[src/sv/bdad_pkg.sv]
package bdad_pkg;

  // Sizes
  localparam int MAX_DIGITS = 10;
  localparam int VALUE_BITS = 32;
  localparam int VALUE_W    = 32;
  localparam int NUMD_W     = 4;
  localparam int CHAR_W     = 6;
  localparam int BCD_W      = 4;

  localparam int CNT_W     = $clog2(MAX_DIGITS + 1);
  localparam int IDX_W     = (MAX_DIGITS > 1) ? $clog2(MAX_DIGITS) : 1;
  localparam int BIT_CNT_W = (VALUE_BITS > 1) ? $clog2(VALUE_BITS) : 1;
  localparam int CMP_W     = (CNT_W > NUMD_W) ? CNT_W : NUMD_W;

  // ASCII '0' kept to six bits
  localparam logic [CHAR_W-1:0] ASCII_ZERO = CHAR_W'(8'h30);

  typedef logic [BCD_W-1:0] bcd_t;
  typedef bcd_t [MAX_DIGITS-1:0] digits_t;

  // Converter sequencer
  typedef enum logic [1:0] {
    CV_IDLE,
    CV_SHIFT,
    CV_DONE
  } conv_state_t;

  // Hand-off from converter to emitter
  typedef struct packed {
    logic             valid;
    logic [CNT_W-1:0] count;
  } emit_ld_t;

endpackage

[src/sv/bdad_in_if.sv]
interface bdad_in_if;
  import bdad_pkg::*;

  logic                valid;
  logic                ready;
  logic [VALUE_W-1:0]  value;
  logic [NUMD_W-1:0]   num_digits;

  modport source (output valid, value, num_digits, input ready);
  modport sink   (input valid, value, num_digits, output ready);
endinterface

[src/sv/bdad_out_if.sv]
interface bdad_out_if;
  import bdad_pkg::*;

  logic              valid;
  logic              ready;
  logic [CHAR_W-1:0] digit_char;
  logic              last_digit;

  modport source (output valid, digit_char, last_digit, input ready);
  modport sink   (input valid, digit_char, last_digit, output ready);
endinterface

[src/sv/binary_to_decimal_ascii_digits.sv]
// Channel  Dir  Payload                          Handshake
// in_ch    in   value[31:0], num_digits[3:0]     valid/ready
// out_ch   out  digit_char[5:0], last_digit      valid/ready
//
// A value is shifted MSB first into a row of ten BCD cells, one bit per
// cycle. Digits then move to an emitter that sends one character per cycle
// while the output is ready, as the cells already convert the next item.
// Reset (rst_n, synchronous, active low) empties both stages.
// A stalled output holds the digits; the converter waits with its result.
module binary_to_decimal_ascii_digits
  import bdad_pkg::*;
(
  input  logic       clk,
  input  logic       rst_n,
  bdad_in_if.sink    in_ch,
  bdad_out_if.source out_ch
);

  conv_state_t            state_r, state_nxt;
  logic [BIT_CNT_W-1:0]   bit_cnt_r, bit_cnt_nxt;
  logic [VALUE_BITS-1:0]  val_r, val_nxt;
  logic [CNT_W-1:0]       cnt_r, cnt_nxt;
  logic [CMP_W-1:0]       nd_ext;
  logic [CNT_W-1:0]       cnt_sat;
  logic                   in_acc;
  logic                   shift_en;
  logic                   last_bit;
  logic                   ld_ready;
  emit_ld_t               ld;
  digits_t                digits;
  logic [MAX_DIGITS:0]    carry;

  assign in_acc   = in_ch.valid && in_ch.ready;
  assign last_bit = (bit_cnt_r == BIT_CNT_W'(VALUE_BITS - 1));

  // saturate the digit count
  assign nd_ext  = CMP_W'(in_ch.num_digits);
  assign cnt_sat = (nd_ext > CMP_W'(MAX_DIGITS)) ? CNT_W'(MAX_DIGITS) : CNT_W'(nd_ext);

  // sequencer next state
  always_comb begin
    state_nxt = state_r;
    case (state_r)
      CV_IDLE:  if (in_acc) state_nxt = CV_SHIFT;
      CV_SHIFT: if (last_bit) state_nxt = CV_DONE;
      CV_DONE: begin
        if (in_acc) begin
          state_nxt = CV_SHIFT;
        end else if (ld_ready) begin
          state_nxt = CV_IDLE;
        end
      end
      default:  state_nxt = CV_IDLE;
    endcase
  end

  // sequencer outputs
  always_comb begin
    in_ch.ready = 1'b0;
    shift_en    = 1'b0;
    ld.valid    = 1'b0;
    ld.count    = cnt_r;
    case (state_r)
      CV_IDLE:  in_ch.ready = 1'b1;
      CV_SHIFT: shift_en = 1'b1;
      CV_DONE: begin
        ld.valid    = 1'b1;
        in_ch.ready = ld_ready;
      end
      default: ;
    endcase
  end

  // value shifter and bit counter
  always_comb begin
    val_nxt     = val_r;
    cnt_nxt     = cnt_r;
    bit_cnt_nxt = bit_cnt_r;
    if (in_acc) begin
      val_nxt     = in_ch.value[VALUE_BITS-1:0];
      cnt_nxt     = cnt_sat;
      bit_cnt_nxt = '0;
    end else if (shift_en) begin
      val_nxt     = {val_r[VALUE_BITS-2:0], 1'b0};
      bit_cnt_nxt = bit_cnt_r + BIT_CNT_W'(1);
    end
  end

  always_ff @(posedge clk) begin
    if (!rst_n) begin
      state_r <= CV_IDLE;
    end else begin
      state_r <= state_nxt;
    end
  end

  always_ff @(posedge clk) begin
    val_r     <= val_nxt;
    cnt_r     <= cnt_nxt;
    bit_cnt_r <= bit_cnt_nxt;
  end

  // row of BCD cells, least significant digit first
  assign carry[0] = val_r[VALUE_BITS-1];

  for (genvar i = 0; i < MAX_DIGITS; i++) begin : g_cell
    bdad_cell u_cell (
      .clk     (clk),
      .clear   (in_acc),
      .shift   (shift_en),
      .bit_in  (carry[i]),
      .bit_out (carry[i+1]),
      .digit   (digits[i])
    );
  end

  // character emitter
  bdad_emit u_emit (
    .clk       (clk),
    .rst_n     (rst_n),
    .ld        (ld),
    .ld_digits (digits),
    .ld_ready  (ld_ready),
    .out_ch    (out_ch)
  );

  // checks
  a_accept_starts: assert property (@(posedge clk) disable iff (!rst_n)
    in_acc |=> (state_r == CV_SHIFT) && (bit_cnt_r == '0))
    else $error("accepted item did not start conversion");

  a_shift_ends: assert property (@(posedge clk) disable iff (!rst_n)
    (state_r == CV_SHIFT && last_bit) |=> (state_r == CV_DONE))
    else $error("conversion did not end after the last bit");

  a_load_emits: assert property (@(posedge clk) disable iff (!rst_n)
    (ld.valid && ld_ready && ld.count != '0) |=> out_ch.valid)
    else $error("loaded digits not presented");

  a_no_accept_mid: assert property (@(posedge clk) disable iff (!rst_n)
    (state_r == CV_SHIFT) |-> !in_ch.ready)
    else $error("input ready during conversion");

endmodule

[src/sv/bdad_cell.sv]
module bdad_cell
  import bdad_pkg::*;
(
  input  logic clk,
  input  logic clear,
  input  logic shift,
  input  logic bit_in,
  output logic bit_out,
  output bcd_t digit
);

  bcd_t digit_r;
  bcd_t digit_nxt;
  bcd_t adj;

  // add-3 correction ahead of the doubling
  assign adj     = (digit_r >= BCD_W'(5)) ? (digit_r + BCD_W'(3)) : digit_r;
  assign bit_out = adj[BCD_W-1];
  assign digit   = digit_r;

  always_comb begin
    digit_nxt = digit_r;
    if (clear) begin
      digit_nxt = '0;
    end else if (shift) begin
      digit_nxt = {adj[BCD_W-2:0], bit_in};
    end
  end

  always_ff @(posedge clk) begin
    digit_r <= digit_nxt;
  end

endmodule

[src/sv/bdad_emit.sv]
module bdad_emit
  import bdad_pkg::*;
(
  input  logic              clk,
  input  logic              rst_n,
  input  emit_ld_t          ld,
  input  digits_t           ld_digits,
  output logic              ld_ready,
  bdad_out_if.source        out_ch
);

  logic             busy_r, busy_nxt;
  logic [IDX_W-1:0] idx_r, idx_nxt;
  digits_t          digs_r, digs_nxt;
  logic             out_fire;
  logic             at_last;
  logic [CNT_W-1:0] cnt_m1;

  assign at_last  = (idx_r == '0);
  assign out_fire = busy_r && out_ch.ready;
  assign ld_ready = !busy_r || (out_fire && at_last);
  assign cnt_m1   = ld.count - CNT_W'(1);

  // next digit pointer, counts down toward the least significant digit
  always_comb begin
    busy_nxt = busy_r;
    idx_nxt  = idx_r;
    digs_nxt = digs_r;
    if (ld.valid && ld_ready) begin
      busy_nxt = (ld.count != '0);
      idx_nxt  = cnt_m1[IDX_W-1:0];
      digs_nxt = ld_digits;
    end else if (out_fire) begin
      if (at_last) begin
        busy_nxt = 1'b0;
      end else begin
        idx_nxt = idx_r - IDX_W'(1);
      end
    end
  end

  always_ff @(posedge clk) begin
    if (!rst_n) begin
      busy_r <= 1'b0;
    end else begin
      busy_r <= busy_nxt;
    end
  end

  always_ff @(posedge clk) begin
    idx_r  <= idx_nxt;
    digs_r <= digs_nxt;
  end

  // character output
  assign out_ch.valid      = busy_r;
  assign out_ch.digit_char = ASCII_ZERO + CHAR_W'(digs_r[idx_r]);
  assign out_ch.last_digit = at_last;

endmodule
[src/flat_wrapper.sv]
// flat-port wrapper written by rule: the top's interface ports become plain ports
module binary_to_decimal_ascii_digits_flat import bdad_pkg::*;
  (clk, rst_n, in_ch_valid, in_ch_value, in_ch_num_digits, in_ch_ready, out_ch_valid, out_ch_digit_char, out_ch_last_digit, out_ch_ready);
  bdad_in_if in_ch_i ();
  bdad_out_if out_ch_i ();
  input  logic clk;
  input  logic rst_n;
  input wire logic [$bits(in_ch_i.valid)-1:0] in_ch_valid;
  input wire logic [$bits(in_ch_i.value)-1:0] in_ch_value;
  input wire logic [$bits(in_ch_i.num_digits)-1:0] in_ch_num_digits;
  output wire logic [$bits(in_ch_i.ready)-1:0] in_ch_ready;
  output wire logic [$bits(out_ch_i.valid)-1:0] out_ch_valid;
  output wire logic [$bits(out_ch_i.digit_char)-1:0] out_ch_digit_char;
  output wire logic [$bits(out_ch_i.last_digit)-1:0] out_ch_last_digit;
  input wire logic [$bits(out_ch_i.ready)-1:0] out_ch_ready;
  assign in_ch_i.valid = in_ch_valid;
  assign in_ch_i.value = in_ch_value;
  assign in_ch_i.num_digits = in_ch_num_digits;
  assign in_ch_ready = in_ch_i.ready;
  assign out_ch_valid = out_ch_i.valid;
  assign out_ch_digit_char = out_ch_i.digit_char;
  assign out_ch_last_digit = out_ch_i.last_digit;
  assign out_ch_i.ready = out_ch_ready;
  binary_to_decimal_ascii_digits u_core (.clk(clk), .rst_n(rst_n), .in_ch(in_ch_i), .out_ch(out_ch_i));
endmodule
[config.mk]
export PLATFORM = sky130hd
export DESIGN_NAME = binary_to_decimal_ascii_digits_flat
export DESIGN_NICKNAME = d
export VERILOG_FILES = /design/src/sv/bdad_pkg.sv /design/src/sv/bdad_in_if.sv /design/src/sv/bdad_out_if.sv /design/src/sv/binary_to_decimal_ascii_digits.sv /design/src/sv/bdad_cell.sv /design/src/sv/bdad_emit.sv /design/src/flat_wrapper.sv
export SDC_FILE = /design/constraint.sdc
export NUM_CORES = 1
export LEC_CHECK = 0
export ABC_CLOCK_PERIOD_IN_PS = 11950
export BUFFER_PORTS_ARGS = -buffer_cell sky130_fd_sc_hd__buf_2
export CORE_UTILIZATION = 35
export DETAILED_ROUTE_END_ITERATION = 16
export GPL_TIMING_DRIVEN = 0
export PLACE_DENSITY = 0.51
export RECOVER_POWER = 50
export SLEW_MARGIN = 20
export SYNTH_ARGS = -nofsm -noshare
export SYNTH_HDL_FRONTEND = slang
export SYNTH_SLANG_ARGS = --single-unit
export TNS_END_PERCENT = 5
[constraint.sdc]
create_clock -name clk -period 11.95 [get_ports clk]
set_clock_uncertainty 0.2 [all_clocks]
set_input_delay 0 -clock clk [delete_from_list [all_inputs] [get_ports clk]]
set_output_delay 0 -clock clk [all_outputs]
set_load 0.005 [all_outputs]
Yosys cells after proc, flatten, opt, wreduce, memory -nomap -nowiden
Index checks and enable logic that the tools add are counted.
{"block": "totals", "ff_bits": 128, "input_bits": 40, "output_inout_bits": 9, "word_cells": 102}
{"block": "classes", "n_addsub": 14, "n_lt_le_gt_ge": 12, "n_eq_ne": 7, "mux": 28, "n_reduce_logical": 15}
{"operator": "32-bit two-way mux", "count": 2}
{"operator": "4-bit two-way mux", "count": 13}
{"operator": "4-bit by 3-bit >= comparator with 1-bit output, second input constant", "count": 10}
{"operator": "4-bit by 2-bit adder with 4-bit output, second input constant", "count": 9}
{"operator": "4-bit binary-select mux with 4-bit select", "count": 1}
{"operator": "2-bit two-way mux", "count": 4}
{"operator": "4-bit by 1-bit subtractor with 4-bit output, second input constant", "count": 2}
{"operator": "5-bit by 5-bit adder with 6-bit output, first input constant", "count": 1}
{"operator": "2-bit case mux with 3 select lines", "count": 1}
{"operator": "2-bit nonzero test", "count": 3}
{"operator": "5-bit by 1-bit adder with 5-bit output, second input constant", "count": 1}
{"operator": "5-bit == test, second input constant", "count": 1}
{"operator": "4-bit by 5-bit < comparator with 1-bit output, second input constant", "count": 1}
{"operator": "1-bit two-way mux", "count": 5}
{"operator": "4-bit greater-than comparator, second input constant", "count": 1}
{"operator": "1-bit logical AND", "count": 4}
{"operator": "4-bit zero test", "count": 1}
{"operator": "2-bit by 1-bit != test with 1-bit output, second input constant", "count": 2}
{"operator": "2-bit AND reduction", "count": 2}
{"operator": "4-bit nonzero test", "count": 1}
{"operator": "3-bit by 2-bit adder with 3-bit output, second input constant", "count": 1}
{"operator": "3-bit two-way mux", "count": 1}
{"operator": "3-bit by 2-bit != test with 1-bit output, second input constant", "count": 1}
{"operator": "3-bit AND reduction", "count": 1}
{"operator": "other kinds (7)", "count": 7}

Depth between registers and ports, before layout
Gate-level depths: netlist of run 1.
{"block": "depth", "depth_word": 7, "mapped_depth": 7, "mapped_depth_nobuf": 6}

Modules after synthesis
From an unflattened synthesis of run 1, not the netlist that was laid out.
{"block": "hier_totals", "cells_unflattened": 537, "area_unflattened_um2": 6457.4}
{"mod": "bdad_cell", "instances": 10, "cells_per_inst": 31, "area_per_inst_um2": 260.2, "seq_area_each_um2": 80.1}
{"mod": "binary_to_decimal_ascii_digits", "instances": 1, "cells_per_inst": 114, "area_per_inst_um2": 1961.9, "seq_area_each_um2": 1221.2}
{"mod": "bdad_emit", "instances": 1, "cells_per_inst": 113, "area_per_inst_um2": 1893.1, "seq_area_each_um2": 1341.3}

Worst setup path before layout of run 1
Ideal clock, no wire load.
{"block": "synth_path", "path_type": "reg2reg", "start": "register u_core.u_emit.idx_r[2]", "end": "register u_core.u_emit.idx_r[2], data pin", "setup_time_ns": 0.266, "arrival_ns": 3.655, "required_ns": 11.484, "path_slack_ns": 7.829, "path_stages_with_launch": 8, "n_path_buf": 1, "synth_period_minus_slack_ns": 4.121, "path_cell_list": "edfxtp_1 > buf_2 > nor4_4 > a21oi_2 > nor2_1 > mux2i_1 > ha_1 > xor2_1"}
{"block": "synth_via", "elab_chain_cells": 5, "elab_cells_between_ends": 8, "classes_between": "add/sub: 1; mux: 3; reduce/logical: 4"}
{"item": "start: declaration", "line": "bdad_emit.sv:13", "text": "logic [IDX_W-1:0] idx_r, idx_nxt;"}
{"item": "start signal: assignment", "line": "bdad_emit.sv:51", "text": "idx_r <= idx_nxt;"}
{"item": "4-bit zero test", "line": "bdad_emit.sv:19", "text": "assign at_last = (idx_r == '0);"}
{"item": "named net out_ch_last_digit", "line": "flat_wrapper.sv:14", "text": "output wire logic [$bits(out_ch_i.last_digit)-1:0] out_ch_last_digit;"}
{"item": "1-bit logical AND", "line": "bdad_emit.sv:21", "text": "assign ld_ready = !busy_r || (out_fire && at_last);"}
{"item": "1-bit logical OR", "line": "bdad_emit.sv:21"}
{"item": "1-bit logical AND", "line": "bdad_emit.sv:29", "text": "if (ld.valid && ld_ready) begin"}
{"item": "4-bit two-way mux", "line": "bdad_emit.sv:29"}
{"item": "named net u_core.u_emit.idx_nxt[2]", "line": "bdad_emit.sv:13"}
The timed path passes the listed nets, and every way through them passes these cells. The select of a mux whose other input is x is not followed.
A chain may end at the register's enable or synchronous reset.

Worst setup path in the final report of run 1
{"block": "layout_path", "start": "register u_core.u_emit.idx_r[2]", "end": "register u_core.u_emit.digs_r[20] (netlist bit) (enable)"}
{"block": "layout_via", "elab_chain_cells": 4}
{"item": "4-bit zero test", "line": "bdad_emit.sv:19"}
{"item": "1-bit logical AND", "line": "bdad_emit.sv:21"}
{"item": "1-bit logical OR", "line": "bdad_emit.sv:21"}
{"item": "1-bit logical AND", "line": "bdad_emit.sv:29"}
{"item": "end signal: assignment", "line": "bdad_emit.sv:52", "text": "digs_r <= digs_nxt;"}
{"item": "end: declaration", "line": "bdad_emit.sv:14", "text": "digits_t digs_r, digs_nxt;"}
Every way passes these cells.

==> reports/qor.txt, run 1 <==
Detailed placement HPWL -> 8750 µm
Seq/Total Area, Yosys -> 0.574
Final period util -> 0.364
Placed inst area -> 6410 µm²
Row cnt -> 46
Critical Path Start Type -> flop
Die W -> 131 µm
Fillcell total -> 1503
RSZ-0062 raised after global routing -> no
Clock sinks -> 128
M3 GR Usage -> 0.0355
Worst-Margin Slew -> 1.50 ns
Max IR drop VDD -> 106 µV
Setup violators final -> 0
Remaining antenna violation count -> 0
Vias in the first global route -> 4040
#FFs+latches synth -> 128
CTS H-tree lvls -> 4
Core ar. -> 16100 µm²
Drt pass-1 iters -> 4
Synth warnings -> 0
Place WS -> 9.14 ns
Full die area -> 17300 µm²
1st-iter DRT viols -> 205
Antenna diodes -> 0
Total global-route track usage -> 0.164
Most Frequent Cell on Critical Path -> clkbuf_1
Status -> complete, but fails checks
R2r setup slk -> 7.60 ns
Final worst slack -> 7.60 ns
Vias per inst -> 4.98
Avg Cell Area, Syn -> 12.3 µm²
Die height -> 131 µm
Final min period -> 4.35 ns
First-pass GRT wire length -> 21700 µm
CTS Hold Bufs -> 42
Worst EP arrival -> 4.16 ns
Kind of critical path -> reg -> reg
Max-cap viol count -> 1
Worst slew margin -> -0.00327
Global placement routability congestion -> 0.742
WHS Endpoint -> u_core.state_r[0]$_SDFFE_PN0P_
Violated checks -> capacitance limit, slew limit
P&R area growth vs syn -> 26.9%
Design area -> 7440 µm²
FF-to-FF Start -> u_core.u_emit.idx_r[2]$_DFFE_PP_
Synthesized instance count -> 477
Mapped Area -> 5860 µm²
Netlist cell types -> 43
Cell depth of the worst min-delay path -> 3
Via count -> 4060
CTS tree -> done
Leakage power -> 2.67 nW
Top Usage Layer GRT -> met2
DR WL/cell -> 16.2 µm
Final Hold Fails -> 0
Depth of the most critical reg-to-reg path -> 5
WP data required -> 11.77 ns
Hold_sp -> rst_n
WL final -> 13200 µm
GRT overflow -> 0
Clk_lat worst skew -> 0.41 ns
Layout cells sized above 1 -> 0.213
Nets -> 650
CP max-delay cell -> clkbuf_1
Fmax -> 0.230 GHz
PortBufs -> 46
GR Util met2 -> 0.265
Post-CTS Setup Inserts -> 0
Crit Path Max Fanout -> 29
Pwr/cell area -> 159 nW/µm²
CTS clk-pin slew, worst paths -> 0.06 ns
Clk buf depth -> 2
Routing usage on met1 -> 0.209
Placed Cells -> 742
CTS resizes -> 0
Endpoint type of the worst setup path -> flop
Slowest cell delay on critical path -> 1.17 ns
PnR Total Power -> 1.18 mW
Max-slew violations -> 29
Cts bufs inserted -> 17
Drc violations -> 0
Fin util -> 0.461
TNS Setup -> 0 ns
Starting density of the core -> 0.364
Hold slack -> 0.184 ns
Largest net degree at the start of global routing -> 30
Reg2Reg Capture Point -> u_core.u_emit.digs_r[20]$_DFFE_PN_
CTS root buf -> clkbuf_16
Post-route insts no fill -> 816
Initial antenna violation count -> 0
I/O pins -> 49
Hold Path Class -> in -> reg
CP Cell Sequence -> clkbuf_1, nor4_1, a21oi_1, nor2_1, clkbuf_1
-- synthesized netlist by cell type (all sizes together) --
| cell | instances | area (µm²) |
|---|---|---|
| o31ai | 1 | 7.51 |
| or3 | 10 | 62.6 |
| nand4 | 1 | 6.26 |
| nand2 | 34 | 128 |
| nand2b | 14 | 87.6 |
| nor3b | 3 | 22.5 |
| nor2 | 18 | 67.6 |
| o21a | 3 | 22.5 |
| xnor2 | 2 | 17.5 |
| o31a | 1 | 8.76 |
| o211ai | 1 | 7.51 |
| ha | 23 | 288 |
| dfxtp | 48 | 961 |
| xor2 | 8 | 70.1 |
| o2bb2ai | 1 | 8.76 |
| o32ai | 6 | 52.6 |
| a211oi | 8 | 60.1 |
| and2 | 2 | 12.5 |
| a21oi | 28 | 155 |
| a22oi | 5 | 37.5 |
| or4b | 1 | 10.0 |
| inv | 23 | 86.3 |
| nor3 | 2 | 10.0 |
| conb | 1 | 3.75 |
| a31oi | 10 | 62.6 |
| buf | 14 | 106 |
| mux2i | 7 | 70.1 |
| a21o | 1 | 7.51 |
| mux4 | 8 | 180 |
| nor2b | 5 | 31.3 |
| mux2 | 40 | 450 |
| o21ai | 25 | 125 |
| and3 | 1 | 6.26 |
| clkbuf | 12 | 45.0 |
| edfxtp | 80 | 2400 |
| nor4 | 1 | 21.3 |
| nand3 | 20 | 100 |
| o22ai | 9 | 56.3 |
-- worst max-delay path by stage --
stage	end	slack, ns	from
2_1_floorplan	u_core.u_emit.idx_r[2]$_DFFE_PP_	7.83	u_core.u_emit.idx_r[2]$_DFFE_PP_
3_3_place_gp	u_core.u_emit.idx_r[2]$_DFFE_PP_	6.81	u_core.u_emit.idx_r[2]$_DFFE_PP_
3_5_place_dp	u_core.val_r[14]$_DFFE_PP_	9.14	u_core.u_emit.idx_r[2]$_DFFE_PP_
4_1_cts	u_core.val_r[15]$_DFFE_PP_	9.14	u_core.u_emit.idx_r[2]$_DFFE_PP_
5_1_grt	u_core.u_emit.digs_r[18]$_DFFE_PN_	7.07	u_core.u_emit.idx_r[2]$_DFFE_PP_
6_report	u_core.u_emit.digs_r[20]$_DFFE_PN_	7.60	u_core.u_emit.idx_r[2]$_DFFE_PP_
-- cell families after synthesis --
kind of cell | synth area share
muxes | 0.120
adders and majority gates | 0.0491
AOI/OAI and AO/OA | 0.104
xor gates and xnor gates | 0.0150
DFF | 0.574
buffers and inverters | 0.0406
and+or+nand+nor | 0.0965
other | 0.000640
-- area by class of cell --
type / instances / area (µm²) / area share
Sequential cell: 128 / 3360 / 0.452
Buffer: 26 / 135 / 0.0182
Multi-Input combinational cell: 301 / 2230 / 0.300
Timing Repair Buffer: 90 / 669 / 0.0900
Tap cell: 216 / 270 / 0.0363
Clock inverter: 8 / 145 / 0.0195
Clock buffer: 24 / 533 / 0.0717
Inverter: 23 / 86.3 / 0.0116
-- sequential cells by signal, summed over array words and instances (netlist names) --
signal / count
u_core.g_cell.u_cell.digit: 40
u_core.u_emit.digs_r: 40
u_core.val_r: 32
u_core.bit_cnt_r: 5
u_core.cnt_r: 4
u_core.u_emit.idx_r: 4
u_core.state_r: 2
u_core.u_emit.out_ch.valid: 1
-- layout by cell type, fill, tap and decap left out, types with 4 or more instances in the layout --
master / count
edfxtp_1: 80
dfxtp_1: 48
buf_2: 45
dlygate4sd3_1: 42
nand2_1: 34
mux2_2: 33
a21oi_1: 28
o21ai_0: 25
inv_1: 23
ha_1: 23
clkbuf_1: 21
nand3_1: 20
nor2_1: 18
clkbuf_16: 18
nand2b_1: 13
or3_1: 10
a31oi_1: 10
o22ai_1: 9
mux4_2: 8
a211oi_1: 8
xor2_1: 8
mux2_1: 7
mux2i_1: 7
o32ai_1: 6
clkbuf_8: 6
nor2b_1: 5
a22oi_1: 5
buf_4: 5
bufinv_16: 4
-- layer usage --
layer / routed length (µm) / part of all wire
met1: 6120 / 0.46
met2: 6330 / 0.48
met4: 264 / 0.020
met3: 481 / 0.036
met5: 0 / 0
-- power breakdown --
group          total, mW  internal (mW)  switching (mW)
clock              0.583          0.395           0.188
sequential         0.509          0.496          0.0130
combinational     0.0928         0.0450          0.0478
-- worst max-delay path: cells and delay by family, from the launching register on --
kind,cells,cell delay [ns]
AO/OA/AOI/OAI,1,0.31
buffers and inverters,2,1.36
flip-flops,1,0.35
AND/OR/NAND/NOR,2,1.73
(Power assumes the default switching activity.)
==> run 2, diff against run 1 <==
--- a/config.mk
+++ b/config.mk
@@ -5,7 +5,8 @@
 export SDC_FILE = /design/constraint.sdc
 export NUM_CORES = 1
 export LEC_CHECK = 0
-export ABC_CLOCK_PERIOD_IN_PS = 11950
+export ABC_AREA = 1
+export ABC_CLOCK_PERIOD_IN_PS = 4100
 export BUFFER_PORTS_ARGS = -buffer_cell sky130_fd_sc_hd__buf_2
 export CORE_UTILIZATION = 35
 export DETAILED_ROUTE_END_ITERATION = 16
==> constraint.sdc (replaced) <==
create_clock -name clk -period 4.1 [get_ports clk]
set_clock_uncertainty 0.2 [all_clocks]
set_input_delay 0 -clock clk [delete_from_list [all_inputs] [get_ports clk]]
set_output_delay 0 -clock clk [all_outputs]
set_load 0.005 [all_outputs]
==> run 2 against run 1 <==
The run now ends clean. Register-to-register slack got worse by 7.0 ns. Total power increased to 2.6 times the previous value. Wire length increased by 13%. Fmax increased by 26%. Critical path depth increased by 7. First-iteration DRC count increased by 61%. Non-clock buffer count increased by 17. Global-route usage increased by 1.3 points. Largest cell class unchanged.
==> reports/qor.txt, run 2 <==
Clock sinks -> 128 (unchanged)
Final min period -> 3.46 ns (-0.894 ns)
CTS clk-pin slew, worst paths -> 0.06 ns (about the same)
Netlist cell types -> 40 (-7.0%)
CTS H-tree lvls -> 4 (unchanged)
Die W -> 135 µm (+2.4%)
Row cnt -> 48 (+4.3%)
Cell accounting for the most synthesized area -> edfxtp_1
TNS Setup -> 0 ns (unchanged)
I/O pins -> 49 (unchanged)
Max-cap viol count -> 0 (-1)
Largest net degree at the start of global routing -> 36 (+20%)
Detailed placement HPWL -> 9980 µm (+14%)
Hold_sp -> in_ch_value[4]
Setup violators final -> 0 (unchanged)
1st-iter DRT viols -> 331 (+61%)
Leakage power -> 3.58 nW (+34%)
Core ar. -> 17200 µm² (+7.0%)
Antenna diodes -> 0 (unchanged)
Most frequent cells after synthesis -> 221 x nand2_1, 91 x inv_1, 80 x edfxtp_1, 67 x o21ai_0, 48 x dfxtp_1
Hold Path Class -> in -> reg
Post-synth EDFFs -> 80 (unchanged)
Synthesized instance count -> 697 (+46%)
Critical Path Start Type -> flop
Hold slack -> 0.187 ns (+0.00297 ns)
Vias in the first global route -> 4922 (+22%)
CTS tree -> done
FF-to-FF Start -> u_core.u_emit.idx_r[2]$_DFFE_PP_
Placed inst area -> 6690 µm² (+4.3%)
Kind of critical path -> reg -> reg
Most common cell in the netlist -> nand2_1
WP data required -> 4.18 ns (-7.59 ns)
Remaining antenna violation count -> 0 (unchanged)
Initial antenna violation count -> 0 (unchanged)
Endpoint type of the worst setup path -> flop
WL final -> 14900 µm (+13%)
Fmax -> 0.289 GHz (+26%)
Cts bufs inserted -> 17 (unchanged)
WHS Endpoint -> u_core.val_r[4]$_DFFE_PP_
CTS root buf -> clkbuf_16
Max IR drop VDD -> 289 µV (+170%)
Depth of the most critical reg-to-reg path -> 12 (+7)
Crit Path Max Fanout -> 10 (-66%)
RSZ-0062 raised after global routing -> no
Avg Cell Area, Syn -> 8.82 µm² (-28%)
Drc violations -> 0 (unchanged)
Total global-route track usage -> 0.177 (+0.0132)
Ys flop type -> edfxtp_1
Synth warnings -> 0 (unchanged)
Mapped Area -> 6150 µm² (+4.9%)
Pwr/cell area -> 399 nW/µm² (+150%)
Design area -> 7760 µm² (+4.4%)
Post-CTS Setup Inserts -> 0 (unchanged)
Vias per inst -> 4.70 (-5.6%)
Die height -> 135 µm (+2.4%)
R2r setup slk -> 0.64 ns (-6.96 ns)
Layout cells sized above 1 -> 0.111 (-0.102)
Clk_lat worst skew -> 0.41 ns (about the same)
First-pass GRT wire length -> 24100 µm (+11%)
Cell depth of the worst min-delay path -> 4 (+1)
Area contributors post-synth -> edfxtp_1 39%, dfxtp_1 16%, nand2_1 13%, inv_1 5.6%, o21ai_0 5.5%
Worst slew margin -> 0.327 (+0.330)
Full die area -> 18100 µm² (+4.9%)
Drt pass-1 iters -> 4 (unchanged)
Seq/Total Area, Yosys -> 0.547 (-0.0270)
#FFs+latches synth -> 128 (unchanged)
Final period util -> 0.843 (+0.479)
P&R area growth vs syn -> 26.3%
Fin util -> 0.450 (-0.0110)
Reg2Reg Capture Point -> u_core.val_r[7]$_DFFE_PP_
Clk buf depth -> 2 (unchanged)
Status -> completed
Commonest cells after routing, fill and taps aside -> 224 x nand2_1, 92 x inv_1, 80 x edfxtp_1
Worst-Margin Slew -> 1.01 ns (-0.495 ns)
Via count -> 4985 (+23%)
Ys async rst share -> 0 (unchanged)
GRT overflow -> 0 (unchanged)
Most common cell after layout, fill and taps aside -> nand2_1
DR WL/cell -> 14.1 µm (-13%)
Starting density of the core -> 0.357 (-0.00687)
Final Hold Fails -> 0 (unchanged)
Post-synth top area share -> 0.391 (-0.0193)
PortBufs -> 46 (unchanged)
Worst EP arrival -> 3.54 ns (-0.62 ns)
Nets -> 886 (+36%)
Global placement routability congestion -> 0.869 (+17%)
Max-slew violations -> 0 (-100%)
==> run 2: changes by cell type in the layout (fill, tap and decap cells not counted), sizes merged, moves of 10 or more <==
cell,delta
dlygate4sd3,+17
nor2,+19
mux2,-40
o21ai,+45
nand2,+191
a21oi,-12
or3,-10
nand2b,-14
a31oi,-10
inv,+71
==> run 2: critical path, cell delays in order, from the launching register on <==
cell and delay [ns]:
edfxtp_1 0.50, nor2_1 0.20, nand3_1 0.13, nand2_1 0.18, nand2_1 0.19, o21ai_2 0.17
nand2_1 0.18, inv_1 0.16, buf_6 0.17, nand2_1 0.06, dlygate4sd3_1 0.56, nand2_1 0.07
dlygate4sd3_1 0.55
==> run 2: cell families after synthesis <==
kind of cell	after synthesis	synth area share
adders and majority gates	23	0.0468
other	1	0.000610
and+or+nand+nor	299	0.198
muxes	4	0.00651
AOI/OAI and AO/OA	102	0.0900
xor gates and xnor gates	19	0.0271
DFF	128	0.547
buffers and inverters	121	0.0839
==> run 2: layout make-up <==
type | count | area [µm²]
multi-input cells | 449 | 2240
clock buffers | 21 | 450
well taps | 225 | 282
fillers | 1622 | 9470
flip-flops and latches | 128 | 3360
clock inverters | 11 | 93.8
repair buffers | 106 | 846
plain buffers | 27 | 134
inverters | 94 | 353
==> run 2: repair_timing <==
action	4_1_cts	5_1_grt
resized for setup	0	0
hold endpoints to repair	82	0
hold buffers	59	0
==> run 2: worst max path at each step <==
stage	slack [ns]	startpoint	depth (start not counted)	endpoint
floorplan	1.84	u_core.u_emit.idx_r[2]$_DFFE_PP_	5	u_core.u_emit.digs_r[0]$_DFFE_PN_
detailed placement	1.43	u_core.u_emit.idx_r[2]$_DFFE_PP_	8	u_core.val_r[0]$_SDFFCE_PN0P_
CTS	1.05	u_core.u_emit.idx_r[2]$_DFFE_PP_	12	u_core.val_r[18]$_DFFE_PP_
global placement	1.39	u_core.u_emit.idx_r[2]$_DFFE_PP_	5	u_core.u_emit.digs_r[16]$_DFFE_PN_
finish	0.64	u_core.u_emit.idx_r[2]$_DFFE_PP_	12	u_core.val_r[7]$_DFFE_PP_
global route	0.46	u_core.u_emit.idx_r[2]$_DFFE_PP_	12	u_core.val_r[7]$_DFFE_PP_
==> run 2: per-stage QoR <==
step | setup slack, ns | power, mW | std cells
3_5_place_dp | 1.43 | 1.69 | 970
5_1_grt | 0.458 | 3.22 | 1061
4_1_cts | 1.05 | 3.14 | 1061
3_3_place_gp | 1.39 | 1.68 | 969
2_1_floorplan | 1.84 | 1.60 | 698
6_report | 0.645 | 3.10 | 1061
==> run 2: routing by layer <==
layer  wire length, µm  vias up  GRT usage  share of wire
met5                 0        -          0              0
met4               421        0     0.0849          0.028
met3               625       27     0.0417          0.042
met2              7020      124      0.294           0.47
met1              6860     2335      0.216           0.46
li1                  -     2499          -              -
==> run 2: power breakdown <==
group	switching [mW]	internal [mW]
sequential	0.0215	1.43
clock	0.547	0.843
combinational	0.146	0.108
total	0.715	2.38
==> run 3, diff against run 2 <==
--- a/config.mk
+++ b/config.mk
@@ -6,7 +6,7 @@
 export NUM_CORES = 1
 export LEC_CHECK = 0
 export ABC_AREA = 1
-export ABC_CLOCK_PERIOD_IN_PS = 4100
+export ABC_CLOCK_PERIOD_IN_PS = 3450
 export BUFFER_PORTS_ARGS = -buffer_cell sky130_fd_sc_hd__buf_2
 export CORE_UTILIZATION = 35
 export DETAILED_ROUTE_END_ITERATION = 16
==> constraint.sdc (replaced) <==
create_clock -name clk -period 3.45 [get_ports clk]
set_clock_uncertainty 0.2 [all_clocks]
set_input_delay 0 -clock clk [delete_from_list [all_inputs] [get_ports clk]]
set_output_delay 0 -clock clk [all_outputs]
set_load 0.005 [all_outputs]
==> run 3 against run 2 <==
Via count increased by 0.34%. Critical path type unchanged. Final cell count unchanged. Combinational power increased by 20%. Highest routed layer unchanged. Final area increased by 0.29%. Total power increased by 19%. Count of clock-buffer cells in the layout unchanged.
==> reports/qor.txt, run 3 (synthesis results as in run 2) <==
Status -> completed
GRT overflow -> 0 (unchanged)
CP top delay family -> buffers and inverters
Setup violators final -> 0 (unchanged)
CTS resizes -> 0 (unchanged)
Placed Cells -> 970 (unchanged)
CTS Hold Bufs -> 59 (unchanged)
WL final -> 14900 µm (about the same)
Fillcell total -> 1618 (-0.25%)
Drt pass-1 iters -> 5 (+1)
Critical Path Start Type -> flop
CP bufs+invs -> 4 (unchanged)
Final period util -> 0.925 (+0.0826)
Crit path to -> u_core.val_r[7]$_DFFE_PP_
Max-cap viol count -> 0 (unchanged)
PortBufs -> 46 (unchanged)
Largest net degree at the start of global routing -> 36 (unchanged)
Final min period -> 3.19 ns (-0.263 ns)
Antenna diodes -> 0 (unchanged)
Fin util -> 0.452 (+0.00131)
Clk pwr share -> 0.448 (about the same)
Post-CTS Setup Inserts -> 0 (unchanged)
Core ar. -> 17200 µm² (unchanged)
Psw -> 0.848 mW (+19%)
Reg2Reg Capture Point -> u_core.val_r[7]$_DFFE_PP_
Remaining antenna violation count -> 0 (unchanged)
Combinational share of power -> 0.083 (about the same)
Clk_lat worst skew -> 0.41 ns (about the same)
CP Cell Sequence -> nor2_1, nand3_1, nand2_4, nand2_4, o21ai_2, nand2_4, inv_2, buf_6, nand2_1, dlygate4sd3_1, nand2_1, dlygate4sd3_1
Max IR drop VDD -> 343 µV (+19%)
WP data required -> 3.53 ns (-0.65 ns)
Drc violations -> 0 (unchanged)
Slowest cell delay on critical path -> 0.56 ns (about the same)
FF-to-FF Start -> u_core.u_emit.idx_r[2]$_DFFE_PP_
Leakage power -> 3.58 nW (+0.13%)
Max-slew violations -> 0 (unchanged)
Die W -> 135 µm (unchanged)
Die height -> 135 µm (unchanged)
Post-route insts no fill -> 1061 (unchanged)
Starting density of the core -> 0.357 (unchanged)
Fmax -> 0.313 GHz (+8.2%)
Worst-Margin Slew -> 1.02 ns (+0.0114 ns)
Critical path origin -> u_core.u_emit.idx_r[2]$_DFFE_PP_
Storage cell area -> 3360 µm² (unchanged)
Depth of the most critical reg-to-reg path -> 12 (unchanged)
Multi-input gate area -> 2260 µm² (+1.0%)
Crit Path Max Fanout -> 10 (unchanged)
Nets -> 886 (unchanged)
Full die area -> 18100 µm² (unchanged)
Via count -> 5002 (+0.34%)
Vias in the first global route -> 4922 (unchanged)
Final Hold Fails -> 0 (unchanged)
Net Sw Frac -> 0.230 (-0.000275)
R2r setup slk -> 0.26 ns (-0.39 ns)
Most Frequent Cell on Critical Path -> nand2_4
P&R area growth vs syn -> 26.7%
Clock sinks -> 128 (unchanged)
Worst EP arrival -> 3.28 ns (-0.26 ns)
Worst slew margin -> 0.319 (-0.00759)
CP max-delay cell -> dlygate4sd3_1
1st-iter DRT viols -> 337 (+1.8%)
Seq pwr share -> 0.469 (about the same)
Crit path depth -> 12 (unchanged)
Global placement routability congestion -> 0.869 (unchanged)
Pwr/cell area -> 473 nW/µm² (+18%)
CTS root buf -> clkbuf_16
DR WL/cell -> 14.1 µm (about the same)
Detailed placement HPWL -> 9980 µm (unchanged)
Most common cell after layout, fill and taps aside -> nand2_1
Kind of critical path -> reg -> reg
Clk buf depth -> 2 (unchanged)
CTS H-tree lvls -> 4 (unchanged)
Commonest cells after routing, fill and taps aside -> 221 x nand2_1, 91 x inv_1, 80 x edfxtp_1
TNS Setup -> 0 ns (unchanged)
Cts bufs inserted -> 17 (unchanged)
RSZ-0062 raised after global routing -> no
Vias per inst -> 4.71 (+0.34%)
Hold Path Class -> in -> reg
I/O pins -> 49 (unchanged)
CTS tree -> done
Cell depth of the worst min-delay path -> 4 (unchanged)
Endpoint type of the worst setup path -> flop
First-pass GRT wire length -> 24100 µm (unchanged)
CTS clk-pin slew, worst paths -> 0.06 ns (about the same)
Layout cells sized above 1 -> 0.116 (+0.00478)
Row cnt -> 48 (unchanged)
Int Power -> 2.83 mW (+19%)
Total global-route track usage -> 0.177 (unchanged)
Initial antenna violation count -> 0 (unchanged)
-- run 3: final cells by class --
cell class,count,area share
Timing Repair Buffer,106,0.109
Sequential cell,128,0.432
Inverter,94,0.0453
Multi-Input combinational cell,449,0.291
Clock inverter,11,0.0121
Tap cell,225,0.0362
Buffer,27,0.0172
Clock buffer,21,0.0578
-- run 3: worst min path at each step --
stage	start	end	slack, ns
2_1_floorplan	rst_n	u_core.state_r[0]$_SDFFE_PN0P_	-0.05
3_3_place_gp	in_ch_value[11]	u_core.val_r[11]$_DFFE_PP_	0.07
3_5_place_dp	in_ch_value[23]	u_core.val_r[23]$_DFFE_PP_	0.07
6_report	in_ch_value[4]	u_core.val_r[4]$_DFFE_PP_	0.19
5_1_grt	in_ch_value[22]	u_core.val_r[22]$_DFFE_PP_	0.20
4_1_cts	in_ch_value[4]	u_core.val_r[4]$_DFFE_PP_	0.16
-- run 3: power by group through the flow --
stage,Combinational (mW),Sequential (mW),Clock (mW)
finish,0.304,1.73,1.65
global placement,0.240,1.76,0
CTS,0.310,1.73,1.69
global route,0.340,1.73,1.76
detailed placement,0.245,1.76,0
floorplan,0.152,1.75,0
-- run 3: worst min-delay path: cells and delay by family --
family / cells / cell delay [ns]
buf+inv: 2 / 0.61
simple gates: 2 / 0.08
-- run 3: per-stage QoR --
step	power (mW)	hold WS (ns)	setup slack [ns]	instance area, µm²
6_report	3.68	0.187	0.258	7790
5_1_grt	3.83	0.197	0.139	7790
4_1_cts	3.73	0.156	0.403	7830
3_5_place_dp	2.00	0.0696	0.779	6690
3_3_place_gp	2.00	0.0658	0.743	6660
2_1_floorplan	1.90	-0.0487	1.19	6150
-- run 3: per-layer routing --
layer  wire (µm)  global-route usage
met1        6730               0.216
met2        7050               0.294
met3         747              0.0417
met4         395              0.0849
met5           0                   0
